### src/binary_max_heap_priority_queue_assert.svh
// assertion macros shared by the heap queue rtl
`ifndef BINARY_MAX_HEAP_PRIORITY_QUEUE_ASSERT_SVH
`define BINARY_MAX_HEAP_PRIORITY_QUEUE_ASSERT_SVH

// condition must hold at every clock edge out of reset
`define HPQ_ASSERT_ALWAYS(lbl, cond, msg) \
  lbl: assert property (@(posedge clk) disable iff (!rst_n) (cond)) else $error(msg);

// consequent must hold in the same cycle as the antecedent
`define HPQ_ASSERT_IMPL(lbl, ante, cons, msg) \
  lbl: assert property (@(posedge clk) disable iff (!rst_n) (ante) |-> (cons)) else $error(msg);

// consequent must hold in the cycle after the antecedent
`define HPQ_ASSERT_NEXT(lbl, ante, cons, msg) \
  lbl: assert property (@(posedge clk) disable iff (!rst_n) (ante) |=> (cons)) else $error(msg);

`endif

### src/hpq_pkg.sv
package hpq_pkg;

  // key and result field widths
  localparam int KEY_W      = 32;
  localparam int CNT_OUT_W  = 11;
  localparam int OUT_DATA_W = 48;

  // operation codes carried on in_tuser
  localparam logic OP_PUSH = 1'b0;
  localparam logic OP_POP  = 1'b1;

  typedef logic signed [KEY_W-1:0] key_t;

  // operand steering for the shared key comparator
  typedef struct packed {
    logic key_first;  // compare key against read data (sift-up)
    logic vs_pick;    // compare read data against the current pick
  } cmp_ctl_t;

endpackage

### src/hpq_cmp.sv
module hpq_cmp
  import hpq_pkg::*;
(
  input  cmp_ctl_t ctl,
  input  key_t     rd_key,
  input  key_t     hold_key,
  input  key_t     pick_key,
  output logic     gt,
  output key_t     larger
);

  key_t op_a;
  key_t op_b;

  // operand select
  always_comb begin
    if (ctl.key_first) begin
      op_a = hold_key;
      op_b = rd_key;
    end else begin
      op_a = rd_key;
      op_b = ctl.vs_pick ? pick_key : hold_key;
    end
  end

  // strict signed compare, ties keep the second operand
  assign gt     = op_a > op_b;
  assign larger = gt ? op_a : op_b;

endmodule
### config.mk
export PLATFORM = sky130hd
export DESIGN_NAME = hpq_cmp
export DESIGN_NICKNAME = d
export VERILOG_FILES = /design/src/binary_max_heap_priority_queue_assert.svh /design/src/hpq_pkg.sv /design/src/hpq_cmp.sv
export SDC_FILE = /design/constraint.sdc
export NUM_CORES = 1
export LEC_CHECK = 0
export BUFFER_PORTS_ARGS = -buffer_cell sky130_fd_sc_hd__buf_2
export CAP_MARGIN = 20
export CORE_UTILIZATION = 50
export DETAILED_ROUTE_END_ITERATION = 8
export PLACE_DENSITY = 0.89
export SETUP_SLACK_MARGIN = 0.05
export SYNTH_ARGS = -nofsm -noshare
export SYNTH_HDL_FRONTEND = slang
export SYNTH_SLANG_ARGS = --single-unit
export TNS_END_PERCENT = 20
### constraint.sdc
create_clock -name vclk -period 7.4
set_input_delay 1.11 -clock vclk [all_inputs]
set_output_delay 1.11 -clock vclk [all_outputs]
set_load 0.01 [all_outputs]
======== Yosys cells after proc, flatten, opt, wreduce, memory -nomap -nowiden ========
Index checks and enable logic that the tools add are counted.
storage, ports and cells
  register bits after elaboration ......... 0
  bits of input ports ..................... 98
  output and inout port bits .............. 33
  logic and storage cells ................. 5
operators by class
  $lt $le $gt $ge ......................... 1
  mux-type cells .......................... 4
operators by type and width
  kind                            count
  32-bit 2-to-1 mux               4
  32-bit greater-than comparator  1

======== Logic depth before layout (Yosys ltp) ========
Gate-level depths: netlist of the first run.
  word-level depth ........................ 4
  gate-level depth with buffers ........... 14
  mapped depth without buffers ............ 11

======== Worst setup path after synthesis of the first run ========
OpenSTA, ideal clock, no wires.
  path type ............................... input to output
  from .................................... input port ctl[1] (netlist bit)
  to ...................................... output port larger[22]
  data arrival time ....................... 4.669 ns
  data required time ...................... 6.290 ns
  slack ................................... 1.621 ns
  stages on the path ...................... 14
  path buffers ............................ 4
  cells stage by stage .................... clkbuf_1 clkbuf_1 clkbuf_1 mux2i_1 inv_1 ha_1 a21oi_1 nand2_1 a221o_1 a211o_1 or3_1 a22oi_4 buf_6 mux2i_1
between the ends
  longest elaborated chain between the ends .. 3
  elaborated cells on any way between the ends .. 4
  classes of those cells .................. 1 x order compare; 3 x mux
ends and longest elaborated chain
  item                                RTL line       source
  start: declaration                  hpq_cmp.sv:4   input cmp_ctl_t ctl,
  32-bit 2-to-1 mux                   hpq_cmp.sv:17  if (ctl.key_first) begin
  32-bit greater-than comparator (*)  hpq_cmp.sv:27  assign gt = op_a > op_b;
  net gt                              hpq_cmp.sv:8   output logic gt,
  32-bit 2-to-1 mux (*)               hpq_cmp.sv:28  assign larger = gt ? op_a : op_b;
  end: declaration                    hpq_cmp.sv:9   output key_t larger
Mark *: on every way through the listed nets, which the timed path passes. The rest lies on a longest branch.

======== Worst setup path in the final report of the first run ========
  from .................................... input port ctl[0] (netlist bit)
  to ...................................... output port larger[31]
between the ends
  longest elaborated chain between the ends .. 4
ends and longest elaborated chain
  item                            RTL line       source
  32-bit 2-to-1 mux (*)           hpq_cmp.sv:22  op_b = ctl.vs_pick ? pick_key : hold_key;
  32-bit 2-to-1 mux (*)           hpq_cmp.sv:17
  32-bit greater-than comparator  hpq_cmp.sv:27
  32-bit 2-to-1 mux (*)           hpq_cmp.sv:28
Mark *: on every way between the ends. The rest lies on a longest branch, timed or not.

==> impl_metrics.ini, run 1 <==
[global_routing]
antenna_found_initial = 0
grt_util_met3 = 0.0101
grt_pass1_vias = 2144
use_met1 = 0.257
globalRouteOverflowTotal = 0
grt_pass1_wl_um = 8570
grt.busiest_layer = met2
grt_max_degree = 86
grt_use_total = 0.232
grt.met2_usage = 0.483

[timing]
finalSetupViolations = 0
fin_tns_setup_ns = 0
worstMarginPinSlew_ns = 0.907
slew_violations = 0
fin_crit_ns = 6.15
whs_ns = 2.64
rsz0062_at_grt = false
fmax_mhz = 163
slew_headroom = 0.395
final_hold_viol_count = 0
period_share = 0.830

[critical_path]
worst-setup-path-type = input port to primary output
worstPathArrival_ns = 5.04
worstPathCellList = buf_2 -> mux2i_1 -> nor2_1 -> a21oi_1 -> ha_1 -> a21oi_1 -> nand2_1 -> a221o_1 -> a211o_1 -> or3_1 -> a22oi_4 -> buf_4 -> mux2i_1 -> buf_2
start_kind = input port
crit_slowest_cell = buf_2
crit_fanout = 29
cp-end-kind = primary output
cpPeakStageDelay_ns = 0.65
required_ns = 6.29

[min_path]
hold_class = input port to primary output

[power]
p_total_mw = 0.284
power.switching_mw = 0.150
power.share.combinational = 1.000
swShare = 0.529
seq_power_share = 0
powerDensity_nw_per_um2 = 101
p_leak_nw = 1.76
ir_drop_mv = 0.0671
p_int_mw = 0.134
clkPwrFrac = 0

[placed_design]
hpwl_um = 4800
place_congestion = 0.829
numPortBuffers = 131

[drt]
wire_per_inst_um = 12.3
vias = 2485
viasPerCell = 5.41
drt-total-wl_um = 5670
detail-route-antenna-nets = 0
first_iter_violations = 68
dr.pass1.iters = 4
drc = 0

[floorplan]
placementRows = 23
ios = 131
floorplan.initialDensity = 0.531
die_area_sq_um = 4580
die_x_um = 67.7
core_sq_um = 4060
die_h_um = 67.7

[yosys]
syn_area_sq_um = 2160
seq_area_frac_synth = 0
ys_types = 25
synth_warnings = 0
syn_nets = 422
synth_cells = 292
syn_area_per_cell_sq_um = 7.38

[layout]
n_fill_cell = 334
layout.nets = 541
drive_above_1_share = 0.333
diodes = 0
seq_cells = 0
multiInputGateArea_sq_um = 1950
clockBufferCount = 0
register_area_sq_um = 0
syn_to_final_growth_pct = 30.6

[clocking]
hold_buffers = 0
cts_setup_buffers = 0
cts_resized = 0

[run]
maxCapViolCount = 0

[outcome]
status = completed
## critical path, delay by kind of cell
kind                       cells  cell delay, ns
AOI/OAI and AO/OA              5            1.40
and+or+nand+nor                3            0.53
muxes                          2            0.51
buffers and inverters          3            1.18
adders and majority gates      1            0.30
## area by class of cell
type | instances | area share
Multi-Input combinational cell | 242 | 0.691
Timing Repair Buffer | 135 | 0.244
Inverter | 32 | 0.0426
Tap cell | 50 | 0.0222
## per-layer routing
metal  vias up  wire length, um
li1       1298                -
met1      1099             2400
met2        86             2960
met3         2              294
met4         0               15
met5         -                0
## power by group through the flow
stage               registers (mW)  clock network [mW]  logic, mW
floorplan                        0                   0      0.195
global placement                 0                   0      0.276
detailed placement               0                   0      0.284
CTS                              0                   0      0.286
global route                     0                   0      0.315
finish                           0                   0      0.284
## cells by family (layout without fill, tap and decap cells)
family / Yosys count / in the layout / share of synthesized area
AND/OR/NAND/NOR: 56 / 56 / 0.114
AO/OA/AOI/OAI: 58 / 58 / 0.157
buffers and inverters: 50 / 167 / 0.0975
multiplexers: 96 / 96 / 0.446
adder cells (fa/ha/maj): 32 / 32 / 0.186
## synthesized netlist by cell type
cell type | number | area share
a221o_1 | 2 | 0.0093
o31a_1 | 1 | 0.0041
nor2_1 | 33 | 0.057
o21ai_1 | 3 | 0.0070
ha_1 | 32 | 0.19
buf_6 | 3 | 0.016
or3_1 | 1 | 0.0029
o211ai_1 | 1 | 0.0035
nor4_1 | 2 | 0.0058
nor2b_1 | 1 | 0.0029
mux2i_1 | 96 | 0.45
nand3_1 | 4 | 0.0093
a22oi_4 | 1 | 0.0099
nand4_1 | 8 | 0.023
a21oi_1 | 44 | 0.10
o21a_1 | 1 | 0.0035
nor3_1 | 1 | 0.0023
a21o_1 | 2 | 0.0070
nand2_1 | 6 | 0.010
a2111oi_0 | 1 | 0.0041
clkbuf_1 | 11 | 0.019
buf_1 | 4 | 0.0070
a211o_1 | 1 | 0.0041
inv_1 | 32 | 0.056
o21ai_0 | 1 | 0.0023
## placed cells by master, fill, tap and decap left out
master,instances
buf_2,130
mux2i_1,96
a21oi_1,44
nor2_1,33
inv_1,32
ha_1,32
nand4_1,8
nand2_1,6
buf_4,5
nand3_1,4
o21ai_1,3
a221o_1,2
a21o_1,2
nor4_1,2
o21a_1,1
o21ai_0,1
nor3_1,1
a211o_1,1
nor2b_1,1
o211ai_1,1
a2111oi_0,1
o31a_1,1
or3_1,1
a22oi_4,1
## through the flow
stage | cell area [sq um] | util | worst slack (ns) | std cells
3_5_place_dp | 2820 | 0.694 | 1.26 | 459
6_report | 2820 | 0.694 | 1.25 | 459
3_3_place_gp | 2820 | 0.694 | 1.39 | 459
2_1_floorplan | 2160 | - | 1.62 | 292
4_1_cts | 2820 | 0.694 | 1.24 | 459
5_1_grt | 2820 | 0.694 | 0.964 | 459
## worst paths after layout
check | start | to | slack, ns | depth (start not counted)
max | ctl[0] | larger[31] | 1.25 | 14
min | rd_key[20] | larger[20] | 2.64 | 4
No activity file was read; power rests on OpenSTA's default activity.
==> run 2, diff against run 1 <==
--- a/config.mk
+++ b/config.mk
@@ -7,9 +7,9 @@
 export LEC_CHECK = 0
 export BUFFER_PORTS_ARGS = -buffer_cell sky130_fd_sc_hd__buf_2
 export CAP_MARGIN = 20
-export CORE_UTILIZATION = 50
+export CORE_UTILIZATION = 42
 export DETAILED_ROUTE_END_ITERATION = 8
-export PLACE_DENSITY = 0.89
+export PLACE_DENSITY = 0.79
 export SETUP_SLACK_MARGIN = 0.05
 export SYNTH_ARGS = -nofsm -noshare
 export SYNTH_HDL_FRONTEND = slang
==> constraint.sdc (replaced) <==
create_clock -name vclk -period 5.16
set_input_delay 0.774 -clock vclk [all_inputs]
set_output_delay 0.774 -clock vclk [all_outputs]
set_load 0.01 [all_outputs]
==> impl_metrics.ini, run 2 (synthesis gave the netlist of run 1 again) <==
[outcome]
status = completed

[layout]
syn_to_final_growth_pct = 35.5
multiInputGateArea_sq_um = 1950
n_fill_cell = 476
drive_above_1_share = 0.339
mostFrequentLayoutCells = buf_2, mux2i_1, a21oi_1, nor2_1
layout.nets = 545
fin_util = 0.606
diodes = 0
register_area_sq_um = 0
final_common_cell = buf_2
clockBufferCount = 0
seq_cells = 0

[critical_path]
worst-setup-path-type = input port to primary output
cp-end-kind = primary output
start_kind = input port
crit_slowest_cell = buf_6
critPathTopFamily = buffers and inverters
cpPeakStageDelay_ns = 0.38
crit_top_cell = mux2i_1
crit_fanout = 56
cp_num_buf_inv = 5
worstPathCellList = buf_6 -> buf_4 -> mux2i_1 -> inv_1 -> ha_1 -> nand4_1 -> nor2_1 -> a221o_1 -> o31a_1 -> or3_1 -> a22oi_4 -> buf_12 -> mux2i_1 -> buf_2
worstPathArrival_ns = 4.11
required_ns = 4.39

[timing]
fin_tns_setup_ns = 0
fmax_mhz = 205
slew_violations = 0
rsz0062_at_grt = false
fin_crit_ns = 4.89
worstMarginPinSlew_ns = 0.524
finalSetupViolations = 0
slew_headroom = 0.647
period_share = 0.947
final_hold_viol_count = 0

[placed_design]
numPortBuffers = 131
hpwl_um = 4770
place_congestion = 0.801

[drt]
dr.pass1.iters = 4
viasPerCell = 5.22
wire_per_inst_um = 11.7
detail-route-antenna-nets = 0
vias = 2505
drc = 0
drt-total-wl_um = 5640
first_iter_violations = 27

[floorplan]
die_area_sq_um = 5420
ios = 131
floorplan.initialDensity = 0.448
die_x_um = 73.6
core_sq_um = 4820
die_h_um = 73.6
placementRows = 25

[global_routing]
grt_pass1_vias = 2245
grt_use_total = 0.192
grt_max_degree = 57
antenna_found_initial = 0
globalRouteOverflowTotal = 0
grt_pass1_wl_um = 8740

[run]
maxCapViolCount = 0

[power]
p_leak_nw = 1.79
ir_drop_mv = 0.0790
powerDensity_nw_per_um2 = 145

[min_path]
hold_class = input port to primary output

[clocking]
hold_buffers = 0
cts_setup_buffers = 0
[run 2: path summary, 6_finish.rpt]
path | start | to | slack [ns] | cells past startpoint
max | ctl[1] | larger[31] | 0.27 | 14
min | rd_key[28] | larger[28] | 1.96 | 4
[run 2: area by class of cell]
cell class	instances	share of cell area
multi-input combinational	242	0.666
timing repair buffer	139	0.264
inverter	32	0.0411
tap	67	0.0287
[run 2: power breakdown]
part / total (mW) / switching, mW / internal, mW
Combinational: 0.423 / 0.218 / 0.205
Clock: 0 / 0 / 0
Sequential: 0 / 0 / 0
Total: 0.423 / 0.218 / 0.205
[run 2: routing by layer]
metal,global-route usage,share of wire,vias to the layer above
met5,0,0,-
met4,0.0128,0,0
met3,0.00549,0.049,0
met2,0.409,0.52,79
met1,0.214,0.43,1115
li1,-,-,1311
[run 2: stage by stage]
stage | instances | hold slack (ns) | area (sq um) | worst slack [ns] | total power [mW]
floorplan | 292 | 1.81 | 2160 | 0.0530 | 0.279
global placement | 480 | 1.95 | 2920 | 0.232 | 0.416
detailed placement | 480 | 1.96 | 2920 | 0.114 | 0.426
CTS | 480 | 1.96 | 2920 | 0.104 | 0.428
global route | 480 | 2.00 | 2920 | 0.0667 | 0.468
finish | 480 | 1.96 | 2920 | 0.274 | 0.423
[run 2: what timing repair did]
action / CTS / global route
resized for setup: 0 / 1
hold endpoints to repair: 0 / 0
endpoints found under the setup margin: 0 / 32
==> run 3, diff against run 2 <==
--- a/config.mk
+++ b/config.mk
@@ -5,11 +5,11 @@
 export SDC_FILE = /design/constraint.sdc
 export NUM_CORES = 1
 export LEC_CHECK = 0
-export BUFFER_PORTS_ARGS = -buffer_cell sky130_fd_sc_hd__buf_2
 export CAP_MARGIN = 20
-export CORE_UTILIZATION = 42
+export CORE_UTILIZATION = 60
 export DETAILED_ROUTE_END_ITERATION = 8
-export PLACE_DENSITY = 0.79
+export DONT_BUFFER_PORTS = 1
+export PLACE_DENSITY = 0.77
 export SETUP_SLACK_MARGIN = 0.05
 export SYNTH_ARGS = -nofsm -noshare
 export SYNTH_HDL_FRONTEND = slang
==> impl_metrics.ini, run 3 (synthesis gave the netlist of run 1 again) <==
[global_routing]
grt_pass1_vias = 1608
grt_max_degree = 97
grt_use_total = 0.209
antenna_found_initial = 0
globalRouteOverflowTotal = 0
grt_pass1_wl_um = 6390

[floorplan]
floorplan.initialDensity = 0.636
placementRows = 21
die_area_sq_um = 3840
core_sq_um = 3390
ios = 131
die_x_um = 61.9
die_h_um = 61.9

[timing]
final_hold_viol_count = 0
rsz0062_at_grt = false
fin_tns_setup_ns = 0
slew_headroom = 0.570
worstMarginPinSlew_ns = 0.639
whs_ns = 1.83
fmax_mhz = 229
finalSetupViolations = 0
fin_crit_ns = 4.36
slew_violations = 0
period_share = 0.845

[power]
clkPwrFrac = 0
ir_drop_mv = 0.0992
powerDensity_nw_per_um2 = 139
p_int_mw = 0.131
p_leak_nw = 1.22
power.switching_mw = 0.167
swShare = 0.560
seq_power_share = 0
power.share.combinational = 1.000

[layout]
fin_util = 0.632
final_common_cell = mux2i_1
drive_above_1_share = 0.00727
stdcell_count = 321
seq_cells = 0
mostFrequentLayoutCells = mux2i_1, a21oi_1, nor2_1, inv_1, ha_1
syn_to_final_growth_pct = -0.580
clockBufferCount = 0
layout.nets = 407
register_area_sq_um = 0
diodes = 0

[critical_path]
cp-end-kind = primary output
worstPathCellList = mux2i_1 -> nor2_1 -> a21oi_1 -> ha_1 -> a21oi_1 -> o21ai_1 -> a221o_1 -> o31a_1 -> or3_1 -> a22oi_4 -> buf_12 -> mux2i_1
endpoint = larger[17]
crit_start = ctl[0]
worstPathArrival_ns = 3.58
required_ns = 4.39
crit_slowest_cell = mux2i_1
cpPeakStageDelay_ns = 0.38
start_kind = input port
crit_fanout = 33
worst-setup-path-type = input port to primary output

[drt]
drc = 0
vias = 1960
drt-total-wl_um = 4540
wire_per_inst_um = 14.1
viasPerCell = 6.11
detail-route-antenna-nets = 0
dr.pass1.iters = 4
first_iter_violations = 66

[placed_design]
place_congestion = 0.717
numPortBuffers = 0
dp.cells = 321
hpwl_um = 3650

[clocking]
cts_setup_buffers = 0
hold_buffers = 0
cts_resized = 0

[run]
maxCapViolCount = 0

[outcome]
status = completed

[min_path]
min_path_cells = 2
hold_class = input port to primary output
## run 3: cell count changes in the layout (fill, tap and decap cells not counted)
cell,delta
buf_12,-3
buf_6,-1
buf_4,-4
buf_2,-130
## run 3: final cells by class
class,count,area [sq um]
timing repair buffer,1,20.0
inverter,32,120
tap,46,57.6
fill,335,1250
multi-input combinational,242,1950
## run 3: routing by layer
metal,vias to the layer above,track usage,share of wire
li1,1026,-,-
met1,869,0.240,0.42
met2,65,0.435,0.52
met3,0,0.0145,0.067
met4,0,0,0
met5,-,0,0
## run 3: power by group through the flow
stage / Clock [mW] / Sequential, mW / Combinational (mW)
2_1_floorplan: 0 / 0 / 0.279
3_3_place_gp: 0 / 0 / 0.295
3_5_place_dp: 0 / 0 / 0.299
4_1_cts: 0 / 0 / 0.300
5_1_grt: 0 / 0 / 0.333
6_report: 0 / 0 / 0.298
## run 3: how the worst min path moves through the flow
stage                          from         to  slack, ns
after floorplan           rd_key[0]  larger[0]       1.81
after global placement       ctl[1]  larger[0]       1.82
after detailed placement     ctl[1]  larger[0]       1.82
after CTS                    ctl[1]  larger[0]       1.82
after global routing         ctl[1]  larger[0]       1.84
final                        ctl[1]  larger[0]       1.83
## run 3: worst max-delay path, delay by kind of cell
family | cells | cell delay [ns]
buffers and inverters | 1 | 0.27
AND/OR/NAND/NOR | 2 | 0.41
AO/OA/AOI/OAI | 6 | 1.30
adder cells (fa/ha/maj) | 1 | 0.28
multiplexers | 2 | 0.54
## run 3: through the flow
stage               cell area [sq um]  power [mW]  setup WS [ns]
floorplan                        2160       0.279         0.0530
global placement                 2140       0.295          0.835
detailed placement               2140       0.299          0.788
CTS                              2140       0.300          0.787
global route                     2140       0.333          0.551
finish                           2140       0.298          0.801
